--- src/sv/fpb_pkg.sv ---
// Shared types, constants and helpers for the framebuffer pixel blend block.
package fpb_pkg;

   localparam int CH_BITS = 16;
   localparam int PIX_BITS = 4 * CH_BITS;
   localparam logic [CH_BITS-1:0] CH_ONE = CH_BITS'(1) << (CH_BITS - 1);

   localparam logic [1:0] OP_DRAW  = 2'd0;
   localparam logic [1:0] OP_READ  = 2'd1;
   localparam logic [1:0] OP_CLEAR = 2'd2;

   localparam int CSR_IDX_BITS = 3;
   localparam int CSR_DATA_BITS = 16;
   localparam logic [CSR_IDX_BITS-1:0] CSR_WIDTH       = 3'd0;
   localparam logic [CSR_IDX_BITS-1:0] CSR_HEIGHT      = 3'd1;
   localparam logic [CSR_IDX_BITS-1:0] CSR_BLEND_MODE  = 3'd2;
   localparam logic [CSR_IDX_BITS-1:0] CSR_CLEAR_RED   = 3'd3;
   localparam logic [CSR_IDX_BITS-1:0] CSR_CLEAR_GREEN = 3'd4;
   localparam logic [CSR_IDX_BITS-1:0] CSR_CLEAR_BLUE  = 3'd5;

   localparam logic MODE_ADD     = 1'b0;
   localparam logic MODE_REPLACE = 1'b1;

   typedef struct packed {
      logic [1:0]         opcode;
      logic [7:0]         pos_x;
      logic [7:0]         pos_y;
      logic [CH_BITS-1:0] src_red;
      logic [CH_BITS-1:0] src_green;
      logic [CH_BITS-1:0] src_blue;
      logic [CH_BITS-1:0] src_alpha;
   } fpb_req_type;

   typedef struct packed {
      logic [CH_BITS-1:0] out_red;
      logic [CH_BITS-1:0] out_green;
      logic [CH_BITS-1:0] out_blue;
      logic [CH_BITS-1:0] out_alpha;
      logic               in_range;
   } fpb_rsp_type;

   typedef struct packed {
      logic [8:0]         canvas_width;
      logic [8:0]         canvas_height;
      logic               blend_mode;
      logic [CH_BITS-1:0] clear_red;
      logic [CH_BITS-1:0] clear_green;
      logic [CH_BITS-1:0] clear_blue;
   } fpb_cfg_type;

   typedef enum logic [2:0] {
      ST_IDLE,
      ST_READ,
      ST_MULT,
      ST_WRITE,
      ST_CLEAR
   } fpb_state_type;

   typedef struct packed {
      logic load;
      logic rd;
      logic mul;
      logic clr;
      logic wb;
   } fpb_cmd_type;

   typedef struct packed {
      logic [1:0] opcode;
      logic       pix_ok;
      logic       clr_last;
   } fpb_status_type;

   function automatic logic [CH_BITS-1:0] sat_one(input logic [CH_BITS+1:0] v);
      sat_one = (v > (CH_BITS+2)'(CH_ONE)) ? CH_ONE : v[CH_BITS-1:0];
   endfunction

endpackage

--- src/sv/fpb_ctrl.sv ---
// Sequencing state machine for draw, read and clear beats.
module fpb_ctrl (
   input  logic                   clock,
   input  logic                   reset,
   input  logic                   start,
   output logic                   busy,
   input  fpb_pkg::fpb_status_type status,
   output fpb_pkg::fpb_cmd_type    cmd
);

   fpb_pkg::fpb_state_type state_ff, state_in;

   always_ff @(posedge clock) begin
      if (reset) begin
         state_ff <= fpb_pkg::ST_IDLE;
      end else begin
         state_ff <= state_in;
      end
   end

   always_comb begin
      state_in = state_ff;
      unique case (state_ff)
         fpb_pkg::ST_IDLE: begin
            if (start) begin
               if (status.opcode == fpb_pkg::OP_CLEAR) begin
                  state_in = fpb_pkg::ST_CLEAR;
               end else if (status.pix_ok) begin
                  state_in = fpb_pkg::ST_READ;
               end else begin
                  state_in = fpb_pkg::ST_WRITE;
               end
            end
         end
         fpb_pkg::ST_READ:  state_in = fpb_pkg::ST_MULT;
         fpb_pkg::ST_MULT:  state_in = fpb_pkg::ST_WRITE;
         fpb_pkg::ST_WRITE: state_in = fpb_pkg::ST_IDLE;
         fpb_pkg::ST_CLEAR: begin
            if (status.clr_last) begin
               state_in = fpb_pkg::ST_WRITE;
            end
         end
         default: state_in = fpb_pkg::ST_IDLE;
      endcase
   end

   always_comb begin
      cmd  = '0;
      busy = 1'b1;
      unique case (state_ff)
         fpb_pkg::ST_IDLE: begin
            busy     = 1'b0;
            cmd.load = start;
         end
         fpb_pkg::ST_READ:  cmd.rd  = 1'b1;
         fpb_pkg::ST_MULT:  cmd.mul = 1'b1;
         fpb_pkg::ST_WRITE: cmd.wb  = 1'b1;
         fpb_pkg::ST_CLEAR: cmd.clr = 1'b1;
         default:           busy    = 1'b1;
      endcase
   end

endmodule

--- config.mk ---
export PLATFORM = sky130hd
export DESIGN_NAME = fpb_ctrl
export DESIGN_NICKNAME = d
export VERILOG_FILES = /design/src/sv/fpb_pkg.sv /design/src/sv/fpb_ctrl.sv
export SDC_FILE = /design/constraint.sdc
export NUM_CORES = 1
export LEC_CHECK = 0
export BUFFER_PORTS_ARGS = -buffer_cell sky130_fd_sc_hd__buf_2
export CORE_AREA = 10 10 47 49
export CTS_CLUSTER_SIZE = 12
export DETAILED_ROUTE_END_ITERATION = 12
export DIE_AREA = 0 0 57 59
export SLEW_MARGIN = 20
export SYNTH_ARGS = -nofsm -noshare
export SYNTH_HDL_FRONTEND = slang
export SYNTH_SLANG_ARGS = --single-unit
--- constraint.sdc ---
create_clock -name clock -period 1.6 [get_ports clock]
set_input_delay 0.24 -clock clock [delete_from_list [all_inputs] [get_ports clock]]
set_output_delay 0.24 -clock clock [all_outputs]
set_load 0.005 [all_outputs]
# Word-level counts from Yosys, hierarchy flattened
# Index checks and enable logic that the tools add are counted.
# word_totals
ff_bits	3
latchBits	0
ram_bits	0
rom_bits	0
out_inout_bits	6
wordCells	21
n_memories	0
# classes
n_addsub	0
multipliers	0
n_div	0
n_lt_le_gt_ge	0
n_eq_ne	7
shifts	0
mux	11
n_bitwise	0
n_reduce_logical	2
# op_table
op	count
one-hot mux 3 bit (4 select lines)	1
2-to-1 mux 3 bit	3
equality test 3 x 2 -> 1 bit (second input constant)	2
2-to-1 mux 1 bit	6
!= test 2 bit (second input constant)	2
equality test 3 x 1 -> 1 bit (second input constant)	1
equality test 3 bit (second input constant)	1
logical NOT 3 bit	1
equality test 2 bit (second input constant)	1
2-to-1 mux 2 bit	1
AND reduction 2 bit	1

# Longest topological paths before layout
# logic_depth
ltp_word	4
depth_mapped	4
ltp_nobuf	3

# Worst setup path before layout
# OpenSTA, ideal clock, no wires.
# synth_timing
path_kind	reg-to-reg
startpoint	register state_ff[2]
endpoint	register state_ff[0]
setup_time_ns	0.123
arrival_ns	0.972
required_ns	1.477
slack_ns	0.505
path_stages_with_launch	5
path_cell_list	dfxtp_1 -> buf_6 -> or3_1 -> a21oi_2 -> nor4_1
# synth_via
elab_chain_len	3
word_cells_on_any_way	8
classes_between	5 x eq/ne; 1 x mux; 2 x reduce/logical
# synth_lines
item	line	source
start: declaration	fpb_ctrl.sv:11	fpb_pkg::fpb_state_type state_ff, state_in;
start signal: assignment	fpb_ctrl.sv:15	state_ff <= fpb_pkg::ST_IDLE;
start signal: assignment	fpb_ctrl.sv:17	state_ff <= state_in;
equality test 3 bit / logical NOT 3 bit (equally long branches)	fpb_ctrl.sv:23	unique case (state_ff)
!= test 2 bit (no line)	--	
AND reduction 2 bit (no line)	--	
# Several ways; a longest one is shown, not always the timed one.
# A chain may end at the register's enable or synchronous reset.

# Worst setup path after layout
# layout_timing
startpoint	register state_ff[1]
endpoint	output busy
# layout_via
elab_chain_len	2
# layout_lines
item	line	source
logical NOT 3 bit	fpb_ctrl.sv:50	unique case (state_ff)
2-to-1 mux 1 bit	fpb_ctrl.sv:50	
end: declaration	fpb_ctrl.sv:6	output logic busy,
# No other way between the ends.

==> summary.md <==
| Metric | Value |
|---|---|
| Die span in y | 59 um |
| Top cells by count, synth | dfxtp_1, nor3b_1, buf_6, or3_1 |
| Slew Viols, Final | 0 |
| Share of post-route cells with drive strength above 1 | 0.4865 |
| Regs by FF count | state_ff (3) |
| H-tree Lvls | 1 |
| ANT cells | 0 |
| Die ar. | 3363 sq um |
| Critical Path Start Type | register |
| Actual slew at the worst max-slew pin | 340.7 ps |
| # IOs | 13 |
| Syn nets | 31 |
| Final HPWL DP | 484.9 um |
| Clock skew | 1.983 ps |
| Clk sink count | 3 |
| Setup TNS | 0 ps |
| Run status | completed |
| Unrepaired setup endpoints after global routing | no |
| DRT Pass-1 Iters | 2 |
| Area Growth Syn to Fin | 34.05% |
| Largest net degree at the start of global routing | 12 |
| Die Width | 57 um |
| Syn_area_per_cell | 9.645 sq um |
| Worst EP arrival | 1160 ps |
| Final Core Density | 0.2214 |
| Final GP Congestion | 0.7138 |
| Root buf cell | clkbuf_4 |
| Most flop-heavy register | state_ff |
| Vias in the first global route | 230 |
| Skew-Pair Late Insertion Delay | 230 ps |
| CTS tree | built |
| Site Rows | 14 |
| Flop and latch count out of synthesis | 3 |
| Final period util | 0.8722 |
| Reg clk slew, reported paths | 40 ps |
| Crit end category | output port |
| Min cycle time layout | 1396 ps |
| Max FFs per register | 3 |
| Sequential area share after synthesis | 0.2595 |
| Pwr Density | 975.5 nW/um^2 |
| CP Class | reg -> out |
| Worst Hold Class | in -> reg |
| Initial core utilization | 0.1652 |
| Initial antenna violation count | 0 |
| Final Cell Area | 310.3 sq um |
| Max_cap viols | 0 |
| Area after DPL | 284.0 sq um |
| Core ar. | 1401 sq um |
| Drt initial violations | 7 |
| Resized cells post-CTS | 0 |
| Final wirelength | 618 um |
| Cells after synthesis | 24 |
| Ys async rst share | 0 |
| Global Route Usage Sum | 0.04136 |
| Total global routing overflow | 0 |
| Hold Buf Count CTS | 0 |
| Fin. Hold Viols | 0 |
| Area leader, netlist | dfxtp_1 |
| Yosys warns | 0 |
| Max Fclk | 716.5 MHz |
| Minimum hold slack | 198.3 ps |
| # DRC | 0 |
| Syn Std Cell Area | 231.5 sq um |
| Post-synth EDFFs | 0 |
| Global-route wire length before repair | 1041 um |
| Drt via density | 4.226 |
| IO buf count | 12 |
| Ranking of synthesized cells by area | dfxtp_1, buf_6, nor3b_1 |
| Final ANT Viol Nets | 0 |
| Max VDD drop | 0.4500 mV |
| Synth Flop Type | dfxtp_1 |
| Leak | 0.0001404 uW |
| Final setup fails | 0 |
| Rel. slew slack | 0.7725 |
| Post-CTS Setup Inserts | 0 |
| Vias | 224 |
| Distinct cells, synth | 18 |
| Routed wire length per instance | 11.66 um |
| Max clock buf depth | 2 |
| Tot Pwr | 302.7 uW |
| CTS Buf Count | 3 |
| Data required time at the worst endpoint | 1360 ps |
| Top cell type's share of synthesized area | 0.2595 |
| Final nets | 45 |
| CP Max Fanout | 11 |
==> where the power goes <==
group          switching, uW  leakage (uW)  internal [uW]
clock                   38.3     0.0000150           93.4
combinational           25.7      0.000101           40.4
sequential              21.5     0.0000248           83.3
total                   85.5      0.000140            217
==> final timing paths <==
check | from | end | slack [ps] | cells after the start
worst min-delay path | reset | state_ff[2]$_SDFFE_PP0P_ | 200 | 2
worst max-delay path | state_ff[1]$_SDFFE_PP0P_ | busy | 200 | 2
worst min register to register | state_ff[1]$_SDFFE_PP0P_ | state_ff[0]$_SDFFE_PP0P_ | 640 | 2
worst max register to register | state_ff[1]$_SDFFE_PP0P_ | state_ff[0]$_SDFFE_PP0P_ | 410 | 3
==> final cells by class <==
cell class,count,area [sq um]
clock buffers,4,26.28
fillers,170,1091
multi-input cells,18,143.9
flip-flops and latches,3,60.06
well taps,16,20.02
repair buffers,12,60.06
==> per-stage QoR <==
step | instances | worst slack [ps]
global route | 53 | 130.4
floorplan | 24 | 505.0
finish | 53 | 204.4
global placement | 49 | 433.8
detailed placement | 49 | 417.0
CTS | 53 | 192.0
==> critical path, cell delays in order (launching register included) <==
cell and delay, ps:
dfxtp_1 400, or3_1 390, buf_2 130
==> placed cells by master (no fill, tap or decap), drive strengths merged, types with 2 or more instances in the layout <==
cell type  Yosys  final
or3            2      2
o21ai          2      2
buf            3     12
nor3b          3      3
clkbuf         0      4
dfxtp          3      3
==> layer usage <==
metal,vias up,GRT usage,share of wire
li1,118,-,-
met1,100,0.03769,0.46
met2,4,0.06357,0.48
met3,2,0.03004,0.034
met4,0,0.03020,0.028
met5,-,0,0
==> cells by family (layout without fill, tap and decap cells) <==
logic type	count (synthesis)	count (layout)	synth area share
AO/OA/AOI/OAI	5	5	0.1783
buffers and inverters	3	16	0.1189
flip-flops	3	3	0.2595
AND/OR/NAND/NOR	13	13	0.4433
(Power assumes the default switching activity.)
